==> config.mk <==
export PLATFORM = sky130hd
export DESIGN_NAME = cartridge_bank_mapper
export DESIGN_NICKNAME = d
export VERILOG_FILES = /design/src/hdl/cbm_pkg.sv /design/src/hdl/cartridge_bank_mapper.sv
export SDC_FILE = /design/constraint.sdc
export NUM_CORES = 1
export LEC_CHECK = 0
export ABC_AREA = 0
export BUFFER_PORTS_ARGS = -buffer_cell sky130_fd_sc_hd__buf_2
export CAP_MARGIN = 20
export CORE_MARGIN = 2
export CORE_UTILIZATION = 50
export DETAILED_ROUTE_END_ITERATION = 10
export PLACE_DENSITY = 0.85
export SYNTH_ARGS = -nofsm -noshare
export SYNTH_HDL_FRONTEND = slang
export SYNTH_SLANG_ARGS = --single-unit
==> constraint.sdc <==
create_clock -name clk -period 5.26 [get_ports clk]
set_input_delay 1.578 -clock clk [delete_from_list [all_inputs] [get_ports clk]]
set_output_delay 1.578 -clock clk [all_outputs]
set_load 0.005 [all_outputs]
==> src/hdl/cbm_pkg.sv <==
// ============================================================================
// cbm_pkg: shared types and constants for the cartridge bank mapper
// Bus target codes, address map constants and the result record.
// ============================================================================
`default_nettype none

package cbm_pkg;

    // Default and full width of the ROM bank register
    localparam int ROM_BANK_BITS_DEFAULT = 7;
    localparam int ROM_BANK_FULL_BITS    = 7;

    // Field widths
    localparam int ADDR_W     = 16;
    localparam int DATA_W     = 8;
    localparam int ROM_ADDR_W = 21;
    localparam int RAM_ADDR_W = 15;
    localparam int RAM_BANK_W = 2;
    localparam int TYPE_W     = 8;

    // Address offset bits inside a ROM bank (16 KiB) and a RAM bank (8 KiB)
    localparam int ROM_OFS_W = 14;
    localparam int RAM_OFS_W = 13;

    // Interrupt register addresses
    localparam logic [ADDR_W-1:0] IRQ_FLAG_ADDR   = 16'hFF0F;
    localparam logic [ADDR_W-1:0] IRQ_ENABLE_ADDR = 16'hFFFF;

    // RAM enable key in the low nibble
    localparam logic [3:0] RAM_ENABLE_KEY = 4'hA;

    // Lower bank field width; a zero written to this field is replaced by one
    localparam int BANK_LOW_W = 5;

    // Bus targets
    typedef enum logic [2:0] {
        TGT_ROM   = 3'd0,
        TGT_RAM   = 3'd1,
        TGT_LOCAL = 3'd2,
        TGT_IRQ   = 3'd3,
        TGT_NONE  = 3'd4
    } target_t;

    // One result transaction
    typedef struct packed {
        target_t                 target;
        logic [ROM_ADDR_W-1:0]   rom_address;
        logic [RAM_ADDR_W-1:0]   ram_address;
        logic [ADDR_W-1:0]       local_address;
        logic                    ram_enable_flag;
    } result_t;

endpackage

`default_nettype wire

==> src/hdl/cartridge_bank_mapper.sv <==
// ============================================================================
// cartridge_bank_mapper
// MBC1-style bank controller: routes CPU bus accesses and translates addresses.
// ============================================================================
// One bus access per cycle goes in while in_stall is low, and one result per
// access comes out. The decode is a single pass of logic from the accepted access
// and the bank registers into the result register; a skid register behind it lets
// the input keep flowing for one more transaction while the output is stalled, so
// in_stall is a registered signal. Reads are routed to cartridge ROM
// (0x4000-0x7FFF through the switchable bank), external RAM (0xA000-0xBFFF through
// the RAM bank, when a mapper is present), the interrupt registers or internal
// memory. Writes below 0x8000 program the bank registers when the cartridge type
// byte is 1 to 3. ram_enable_flag shows the RAM enable state after the
// transaction; RAM reads are routed regardless. The user must write the type byte
// through the cfg port only while the block is idle; the block does not check it.
`default_nettype none

module cartridge_bank_mapper
    import cbm_pkg::*;
#(
    parameter int ROM_BANK_BITS = ROM_BANK_BITS_DEFAULT
)
(
    input  wire logic                  clk,
    input  wire logic                  rst_n,

    // Configuration write channel
    input  wire logic                  cfg_valid,
    output logic                       cfg_ready,
    input  wire logic [TYPE_W-1:0]     cart_type_byte,

    // Bus access input
    input  wire logic                  in_valid,
    output logic                       in_stall,
    input  wire logic                  req_type,
    input  wire logic [ADDR_W-1:0]     address,
    input  wire logic [DATA_W-1:0]     write_data,

    // Result output
    output logic                       out_valid,
    input  wire logic                  out_stall,
    output logic [2:0]                 target,
    output logic [ROM_ADDR_W-1:0]      rom_address,
    output logic [RAM_ADDR_W-1:0]      ram_address,
    output logic [ADDR_W-1:0]          local_address,
    output logic                       ram_enable_flag
);

    // Mapper state
    logic [TYPE_W-1:0]        cart_type_reg;
    logic [ROM_BANK_BITS-1:0] rom_bank_reg, rom_bank_next;
    logic [RAM_BANK_W-1:0]    ram_bank_reg, ram_bank_next;
    logic                     ram_enabled_reg, ram_enabled_next;
    logic                     bank_mode_reg, bank_mode_next;

    // Output and skid stages
    result_t out_data_reg, skid_data_reg;
    logic    out_valid_reg, skid_valid_reg;

    // Decode signals
    logic                          in_acc;
    logic                          out_take;
    logic                          no_mapper;
    logic                          is_mbc1;
    logic                          irq_hit;
    logic [ROM_BANK_FULL_BITS-1:0] bank_ext;
    logic [ROM_BANK_FULL_BITS-1:0] bank_low_upd;
    logic [ROM_BANK_FULL_BITS-1:0] bank_high_upd;
    logic [BANK_LOW_W-1:0]         low_field;
    result_t                       res;

    assign cfg_ready = 1'b1;
    assign in_stall  = skid_valid_reg;
    assign in_acc    = in_valid && !skid_valid_reg;
    assign out_take  = out_valid_reg && !out_stall;

    assign no_mapper = (cart_type_reg == '0);
    assign is_mbc1   = (cart_type_reg[TYPE_W-1:2] == '0) && (cart_type_reg[1:0] != 2'b00);
    assign irq_hit   = (address == IRQ_FLAG_ADDR) || (address == IRQ_ENABLE_ADDR);

    // Candidate bank values for the two bank-number write windows
    assign bank_ext      = ROM_BANK_FULL_BITS'(rom_bank_reg);
    assign low_field     = (write_data[BANK_LOW_W-1:0] == '0) ?
                           BANK_LOW_W'(1) : write_data[BANK_LOW_W-1:0];
    assign bank_low_upd  = {bank_ext[ROM_BANK_FULL_BITS-1:BANK_LOW_W], low_field};
    assign bank_high_upd = {write_data[1:0], bank_ext[BANK_LOW_W-1:0]};

    // Register writes from the bus
    always_comb
    begin
        rom_bank_next    = rom_bank_reg;
        ram_bank_next    = ram_bank_reg;
        ram_enabled_next = ram_enabled_reg;
        bank_mode_next   = bank_mode_reg;
        if (in_acc && req_type && !address[ADDR_W-1] && is_mbc1)
        begin
            unique case (address[14:13])
                2'b00:
                begin
                    ram_enabled_next = (write_data[3:0] == RAM_ENABLE_KEY);
                end
                2'b01:
                begin
                    rom_bank_next = bank_low_upd[ROM_BANK_BITS-1:0];
                end
                2'b10:
                begin
                    if (bank_mode_reg)
                        ram_bank_next = write_data[RAM_BANK_W-1:0];
                    else
                        rom_bank_next = bank_high_upd[ROM_BANK_BITS-1:0];
                end
                2'b11:
                begin
                    bank_mode_next = write_data[0];
                end
                default:
                begin
                    bank_mode_next = bank_mode_reg;
                end
            endcase
        end
    end

    // Routing and address translation
    always_comb
    begin
        res                 = '0;
        res.target          = TGT_NONE;
        res.ram_enable_flag = ram_enabled_next;
        if (req_type)
        begin
            if (address[ADDR_W-1] && irq_hit)
            begin
                res.target        = TGT_IRQ;
                res.local_address = address;
            end
        end
        else
        begin
            priority if (address[15:14] == 2'b00)
            begin
                res.target      = TGT_ROM;
                res.rom_address = ROM_ADDR_W'(address);
            end
            else if (address[15:14] == 2'b01)
            begin
                res.target = TGT_ROM;
                if (no_mapper)
                    res.rom_address = ROM_ADDR_W'(address);
                else
                    res.rom_address = {bank_ext, address[ROM_OFS_W-1:0]};
            end
            else if ((address[15:13] == 3'b101) && !no_mapper)
            begin
                res.target      = TGT_RAM;
                res.ram_address = {ram_bank_reg, address[RAM_OFS_W-1:0]};
            end
            else if (irq_hit)
            begin
                res.target        = TGT_IRQ;
                res.local_address = address;
            end
            else
            begin
                res.target        = TGT_LOCAL;
                res.local_address = address;
            end
        end
    end

    // Config and bank registers
    always_ff @(posedge clk or negedge rst_n)
    begin
        if (!rst_n)
        begin
            cart_type_reg   <= '0;
            rom_bank_reg    <= ROM_BANK_BITS'(1);
            ram_bank_reg    <= '0;
            ram_enabled_reg <= 1'b0;
            bank_mode_reg   <= 1'b0;
        end
        else
        begin
            if (cfg_valid && cfg_ready)
                cart_type_reg <= cart_type_byte;
            rom_bank_reg    <= rom_bank_next;
            ram_bank_reg    <= ram_bank_next;
            ram_enabled_reg <= ram_enabled_next;
            bank_mode_reg   <= bank_mode_next;
        end
    end

    // Output register with skid stage
    always_ff @(posedge clk or negedge rst_n)
    begin
        if (!rst_n)
        begin
            out_valid_reg  <= 1'b0;
            skid_valid_reg <= 1'b0;
        end
        else
        begin
            if (!out_valid_reg || out_take)
            begin
                if (skid_valid_reg)
                begin
                    out_valid_reg  <= 1'b1;
                    skid_valid_reg <= 1'b0;
                end
                else
                begin
                    out_valid_reg <= in_acc;
                end
            end
            else if (in_acc)
            begin
                skid_valid_reg <= 1'b1;
            end
        end
    end

    // Payload of the output and skid stages
    always_ff @(posedge clk)
    begin
        if (!out_valid_reg || out_take)
        begin
            if (skid_valid_reg)
                out_data_reg <= skid_data_reg;
            else if (in_acc)
                out_data_reg <= res;
        end
        else if (in_acc)
        begin
            skid_data_reg <= res;
        end
    end

    assign out_valid       = out_valid_reg;
    assign target          = out_data_reg.target;
    assign rom_address     = out_data_reg.rom_address;
    assign ram_address     = out_data_reg.ram_address;
    assign local_address   = out_data_reg.local_address;
    assign ram_enable_flag = out_data_reg.ram_enable_flag;

endmodule

`default_nettype wire
# After elaboration in Yosys (flattened, before gate mapping)
# Cells that the tools add are included.
dict set report word_totals {
  reg_bits 133
  in_bits 38
  out_inout_bits 59
}
dict set report classes {
  eq_ne 8
  mux 25
  bitwise_logic 4
  reduce_logical 29
}
# cell count
set op_table {}
lappend op_table {{2-to-1 mux 56 bit} 2}
lappend op_table {{2-to-1 mux 31 bit} 2}
lappend op_table {{2-to-1 mux 16 bit} 3}
lappend op_table {{2-to-1 mux 21 bit} 2}
lappend op_table {{2-to-1 mux 36 bit} 1}
lappend op_table {{== test 16 bit (second input constant)} 2}
lappend op_table {{2-to-1 mux 24 bit} 1}
lappend op_table {{2-to-1 mux 15 bit} 1}
lappend op_table {{case mux 7 bit (2 select lines)} 1}
lappend op_table {{2-to-1 mux 3 bit} 4}
lappend op_table {{logical AND 1 bit} 8}
lappend op_table {{logical NOT 8 bit} 1}
lappend op_table {{2-to-1 mux 7 bit} 1}
lappend op_table {{logical NOT 6 bit} 1}
lappend op_table {{2-to-1 mux 1 bit} 6}
lappend op_table {{AND reduction 2 bit} 3}
lappend op_table {{AND reduction 3 bit} 2}
lappend op_table {{nonzero test 2 bit} 3}
lappend op_table {{logical NOT 1 bit} 5}
lappend op_table {{logical NOT 5 bit} 1}
lappend op_table {{2-to-1 mux 5 bit} 1}
lappend op_table {{== test 2 x 1 -> 1 bit (second input constant)} 2}
lappend op_table {{== test 2 bit (second input constant)} 2}
lappend op_table {{== test 4 bit (second input constant)} 1}
lappend op_table {{other kinds (5)} 10}

# Logic depth before layout (Yosys ltp)
# Gate-level depths: netlist of run 1.
dict set report depth {
  ltp_word 9
  mapped_depth 6
  ltp_nobuf 4
}

# Worst setup path after synthesis of run 1
# Ideal clock, no wire load.
dict set report synth_path {
  kind {in2reg}
  startpoint {input port out_stall}
  endpoint {register skid_data_reg[0] (netlist bit) (enable)}
  setup_time_ps 551
  t_arrival_ps 5777
  t_required_ps 4709
  slack_ps -1068
  cell_stages 2
  cell_sequence {nand2_1 -> nor3b_1}
}
dict set report synth_between {
  elab_chain_len 5
}
# item line
set synth_rtl {}
lappend synth_rtl {{start: declaration} cartridge_bank_mapper.sv:41} ;# input wire logic out_stall,
lappend synth_rtl {{logical NOT 1 bit} cartridge_bank_mapper.sv:75} ;# assign out_take = out_valid_reg && !out_stall;
lappend synth_rtl {{logical AND 1 bit} cartridge_bank_mapper.sv:75}
lappend synth_rtl {{logical OR 1 bit} cartridge_bank_mapper.sv:226} ;# if (!out_valid_reg || out_take)
lappend synth_rtl {{NOT 1 bit (no line)} n/a}
lappend synth_rtl {{AND reduction 2 bit (no line)} n/a}
lappend synth_rtl {{end signal: assignment} cartridge_bank_mapper.sv:235} ;# skid_data_reg <= res;
lappend synth_rtl {{end: declaration} cartridge_bank_mapper.sv:57} ;# result_t out_data_reg, skid_data_reg;
# Every way passes these cells.
# A chain may end at the register's enable or synchronous reset.

# Final worst setup path of run 1
dict set report layout_path {
  startpoint {register skid_valid_reg (netlist: in_stall)}
  endpoint {output port in_stall}
}
# item line
set layout_rtl {}
lappend layout_rtl {{start: declaration} cartridge_bank_mapper.sv:58} ;# logic out_valid_reg, skid_valid_reg;
lappend layout_rtl {{start signal: assignment} cartridge_bank_mapper.sv:200} ;# skid_valid_reg <= 1'b0;
lappend layout_rtl {{start signal: assignment} cartridge_bank_mapper.sv:209} ;# skid_valid_reg <= 1'b0;
lappend layout_rtl {{start signal: assignment} cartridge_bank_mapper.sv:218} ;# skid_valid_reg <= 1'b1;
lappend layout_rtl {{end: declaration} cartridge_bank_mapper.sv:34} ;# output logic in_stall,
# No word-level cell between the ends.

==> impl_metrics.json, run 1 <==
{
  "status": "finished, final reports clean",
  "cp_top_family": "flip-flops",
  "p_leak_uw": 0.002706,
  "synth_nets": 361,
  "crit_arrival_ps": 1740,
  "nets": 462,
  "grt_pass1_wl_um": 16280,
  "required_ps": 3680,
  "tns_ps": 0,
  "clockBufferDepth": 2,
  "slew_headroom_pct": 28.50,
  "grt_max_degree": 35,
  "final_util_pct": 62.28,
  "regToRegSetupSlack_ps": 2370,
  "hold_class": "reg -> reg",
  "cts_tree": "built",
  "pin_count": 97,
  "track_usage_pct": 18.96,
  "grt_pass1_vias": 3185,
  "rr_worst_depth": 3,
  "antenna_left": 0,
  "synth_edf_count": 112,
  "dr.pass1.iters": 5,
  "crit_slowest_cell": "dfrtp_1",
  "drtIter0Drc": 200,
  "reg2reg_from": "in_stall$_DFFE_PN0P_",
  "gp_congestion": 0.8024,
  "die_h_um": 108.4,
  "fin_skew_ps": 7.237,
  "critPathKind": "reg -> out",
  "max-cap-violations": 0,
  "synth_cell_type_count": 43,
  "syn2layout_area_growth_pct": 22.88,
  "ys_warn_count": 0,
  "h-tree-depth": 4,
  "cts_setup_buffers": 0,
  "fin_ws_ps": 1941,
  "fmax_mhz": 301.3,
  "cp_num_buf_inv": 1,
  "syn_inst": 323,
  "max_stage_delay_ps": 970,
  "period_share_pct": 63.09,
  "cts_root_buffer": "clkbuf_8",
  "synth-seq-cells": 133,
  "setup_viol": 0,
  "start_util_pct": 50.69,
  "ys_seq_area_share_pct": 71.42,
  "final_cell_mix": "112 x edfxtp_1, 92 x buf_2, 55 x mux2_2",
  "vdd_drop_max_uv": 189.0,
  "cp-end-kind": "output pin",
  "die_area_sq_um": 11740,
  "cp_max_fo": 26,
  "dp_worst_setup_slack_ps": 1588,
  "core-area_sq_um": 10750,
  "drc": 0,
  "synthArstFlopShare_pct": 15.79,
  "power.density_nw_per_um2": 397.2,
  "hold_viol_final": 0,
  "largest_reg_flops": 56,
  "synth_area_per_cell_sq_um": 16.86,
  "rsz0062_at_grt": "false",
  "via_count": 3169,
  "hpwl_um": 6908,
  "viasPerCell": 5.492,
  "cts_hold_buffers": 0,
  "min_period_ps": 3319,
  "slew_viol_final": 0,
  "critPathLaunch": "in_stall$_DFFE_PN0P_",
  "fin_area_sq_um": 6693,
  "ys.flop_type": "edfxtp_1",
  "wl_per_cell_um": 18.06,
  "worstMarginPinSlew_ps": 1070,
  "antennaDiodeCount": 0,
  "syn-cell-area_sq_um": 5446,
  "whs_ps": 500.1,
  "final_common_cell": "edfxtp_1",
  "cts_buffers": 17,
  "crit_cells": 1,
  "r2r_end": "ram_address[4]$_DFFE_PP_",
  "cts_resized": 0,
  "antenna_found_initial": 1,
  "setup.worst_path.end": "in_stall",
  "worstHoldStart": "bank_ext[5]$_DFFE_PN0P_",
  "gr-total-overflow": 0,
  "port_buffers": 92,
  "path_clk_slew_ps": 60,
  "die_w_um": 108.4,
  "rows": 38,
  "crit_chain": "buf_2",
  "clock_sinks": 133,
  "wl_um": 10420,
  "clkLatencyLatePin_ps": 520,
  "placed_area_sq_um": 6063,
  "start_kind": "register",
  "drive_above_1_share_pct": 48.74
}
## cells in the mapped netlist (all sizes together) (2+ instances only)
| master | n | area [sq um] |
|---|---|---|
| edfxtp | 112 | 3363 |
| mux2 | 55 | 619.3 |
| and2 | 35 | 221.5 |
| dfrtp | 20 | 500.5 |
| a22o | 14 | 132.6 |
| clkbuf | 11 | 42.54 |
| nor2b | 8 | 50.05 |
| and2b | 7 | 60.06 |
| nor2 | 7 | 26.28 |
| inv | 6 | 22.52 |
| nand4 | 5 | 31.28 |
| nor4 | 5 | 46.29 |
| buf | 4 | 33.78 |
| nand2 | 4 | 15.01 |
| a21o | 3 | 22.52 |
| a21oi | 3 | 15.01 |
| a2111oi | 2 | 36.29 |
| o31a | 2 | 17.52 |
| o31ai | 2 | 15.01 |
| or2 | 2 | 12.51 |
| or2b | 2 | 17.52 |
## per-stage QoR
stage / cells / total power [uW]
floorplan: 323 / 1372
global placement: 544 / 1452
detailed placement: 544 / 1463
CTS: 576 / 2683
global route: 577 / 2750
finish: 577 / 2658
## where the power goes
part	leakage, uW	total, uW	switching, uW	internal, uW
combinational	0.00107	189	104	85.9
clock	0.000299	1220	445	774
sequential	0.00134	1250	27.2	1220
## logic make-up (layout without fill, tap and decap cells)
kind of cell / Yosys count / count (layout) / share of synthesized area, %
flip-flops: 133 / 133 / 71.42
AND/OR/NAND/NOR: 80 / 80 / 9.649
multiplexers: 55 / 55 / 11.37
AO/OA/AOI/OAI: 33 / 33 / 5.674
buffers and inverters: 21 / 135 / 1.815
other: 1 / 1 / 0.06885
## worst min-delay path by stage
stage | to | cells past startpoint
2_1_floorplan | ram_bank_reg[0]$_DFFE_PN0P_ | 1
3_3_place_gp | bank_ext[5]$_DFFE_PN0P_ | 1
3_5_place_dp | bank_ext[2]$_DFFE_PN0P_ | 1
4_1_cts | bank_ext[4]$_DFFE_PN0P_ | 1
5_1_grt | bank_ext[1]$_DFFE_PN0P_ | 1
6_report | bank_ext[5]$_DFFE_PN0P_ | 1
## per-layer routing
metal	wire, um	GRT usage, %	vias up
met5	13	0	-
met4	163	8.516	2
met3	738	6.148	19
met2	5392	31.67	122
met1	4114	22.48	1592
li1	-	-	1434
## layout make-up
| type | count | area [sq um] |
|---|---|---|
| Fill cell | 789 | 4053 |
| Sequential cell | 133 | 3890 |
| Multi-Input combinational cell | 169 | 1485 |
| Timing Repair Buffer | 97 | 503.0 |
| Clock buffer | 17 | 414.1 |
| Clock inverter | 15 | 202.7 |
| Tap cell | 140 | 175.2 |
| Inverter | 6 | 22.52 |
Power figures use the tool's default switching activity.
==> run 2, diff against run 1 <==
Clock period 5.26 ns to 2.89 ns, I/O delays scaled along.
==> run 2 against run 1 <==
Sequential power is 82% higher. Die area unchanged. Cell count rose by 1.6%. Clock skew hardly changed. Global-route usage increased by 0.68 points. Clock power is 75% higher. Sequential share of layout area is 0.64 points lower. First-iteration DRC count is 5.5% higher. Sequential cell count stayed put. Critical path type unchanged. Critical endpoint unchanged. Largest cell class unchanged. Largest power group unchanged. Highest routed layer is now met4.
==> impl_metrics.json, run 2 (same netlist as run 1, synthesis figures left out) <==
{
  "via_count": 3179,
  "cts_buffers": 17,
  "clockBufferDepth": 2,
  "setup_viol": 0,
  "drc": 0,
  "drive_above_1_share_pct": 49.33,
  "cp_top_family": "flip-flops",
  "cp_num_buf_inv": 2,
  "r2r_end": "ram_bank_reg[0]$_DFFE_PN0P_",
  "crit_chain": "buf_4, buf_2",
  "fillers": 777,
  "rsz0062_at_grt": "false",
  "final_common_cell": "edfxtp_1",
  "period_share_pct": 85.68,
  "drtIter0Drc": 211,
  "antenna_found_initial": 0,
  "max-cap-violations": 0,
  "p_leak_uw": 0.002747,
  "crit_slowest_cell": "dfrtp_1",
  "gp_congestion": 0.7855,
  "h-tree-depth": 4,
  "hold_viol_final": 0,
  "regToRegSetupSlack_ps": 560,
  "status": "finished, final reports clean",
  "wl_um": 10750,
  "min_period_ps": 2476,
  "gr-total-overflow": 0,
  "placed_area_sq_um": 6163,
  "max_stage_delay_ps": 620,
  "slew_viol_final": 0,
  "power.density_nw_per_um2": 705.3,
  "fin_skew_ps": 7.611,
  "die_w_um": 108.4,
  "critPathKind": "reg -> out",
  "port_buffers": 92,
  "viasPerCell": 5.425,
  "pin_count": 97,
  "antennaDiodeCount": 0,
  "slew_headroom_pct": 50.51,
  "start_kind": "register",
  "rr_worst_depth": 4,
  "hold_class": "in -> async",
  "grt_pass1_wl_um": 16790,
  "path_clk_slew_ps": 60,
  "vdd_drop_max_uv": 363.6,
  "required_ps": 2020,
  "dr.pass1.iters": 5,
  "dp_worst_setup_slack_ps": 91.97,
  "cts_hold_buffers": 0,
  "cts_root_buffer": "clkbuf_8",
  "cts_resized": 0,
  "core-area_sq_um": 10750,
  "syn2layout_area_growth_pct": 24.26,
  "hpwl_um": 7139,
  "fin_area_sq_um": 6768,
  "clock_sinks": 133,
  "grt_max_degree": 33,
  "final_cell_mix": "112 x edfxtp_1, 92 x buf_2, 55 x mux2_2",
  "tns_ps": 0,
  "antenna_left": 0,
  "clkLatencyLatePin_ps": 520,
  "die_h_um": 108.4,
  "wl_per_cell_um": 18.35,
  "whs_ps": 288.6,
  "die_area_sq_um": 11740,
  "final_cells": 586,
  "grt_pass1_vias": 3219,
  "largest_reg_flops": 56,
  "track_usage_pct": 19.65,
  "cp-end-kind": "output pin",
  "fmax_mhz": 403.9,
  "cp_max_fo": 16,
  "rows": 38,
  "placed_cells": 554,
  "reg2reg_from": "in_stall$_DFFE_PN0P_",
  "cts_tree": "built",
  "fin_ws_ps": 413.9,
  "nets": 471,
  "worstMarginPinSlew_ps": 741.7,
  "crit_arrival_ps": 1610,
  "cts_setup_buffers": 0,
  "start_util_pct": 50.69
}
[run 2: changes by cell type in the layout (fill, tap and decap cells not counted), moves of 3 or more]
cell       previous run  this run
clkbuf_16            16        20
bufinv_16             4         1
buf_4                 4        12
clkbuf_1              0         3
[run 2: cell type report]
| class | instances | area, sq um | area share (%) |
|---|---|---|---|
| inverters | 6 | 22.52 | 0.3328 |
| flip-flops and latches | 133 | 3890 | 57.48 |
| clock buffers | 24 | 525.5 | 7.765 |
| well taps | 140 | 175.2 | 2.588 |
| clock inverters | 8 | 78.83 | 1.165 |
| multi-input cells | 169 | 1485 | 21.94 |
| repair buffers | 106 | 590.6 | 8.726 |
[run 2: through the flow]
| step | total power [uW] | util [%] |
|---|---|---|
| finish | 4774 | 62.98 |
| global route | 4939 | 62.98 |
| CTS | 4817 | 62.98 |
| detailed placement | 2678 | 57.36 |
| global placement | 2659 | 57.36 |
| floorplan | 2496 | - |
[run 2: worst max path at each step]
stage | from | to | slack (ps) | depth (start not counted)
final | in_stall$_DFFE_PN0P_ | in_stall | 410 | 2
after global routing | in_stall$_DFFE_PN0P_ | in_stall | 300 | 2
after CTS | in_stall$_DFFE_PN0P_ | in_stall | 370 | 2
after detailed placement | address[7] | skid_data_reg[6]$_DFFE_PP_ | 90 | 6
after global placement | address[7] | skid_data_reg[9]$_DFFE_PP_ | 120 | 6
after floorplan | out_stall | skid_data_reg[0]$_DFFE_PP_ | 20 | 2
[run 2: routing by layer]
layer	GRT usage, %	wire (um)
met1	23.68	4342
met2	32.30	5435
met5	0	0
met4	7.418	213
met3	7.414	760
[run 2: where the power goes]
part	internal [uW]	switching, uW
Sequential	2230	45.1
Clock	1350	780
Combinational	170	199
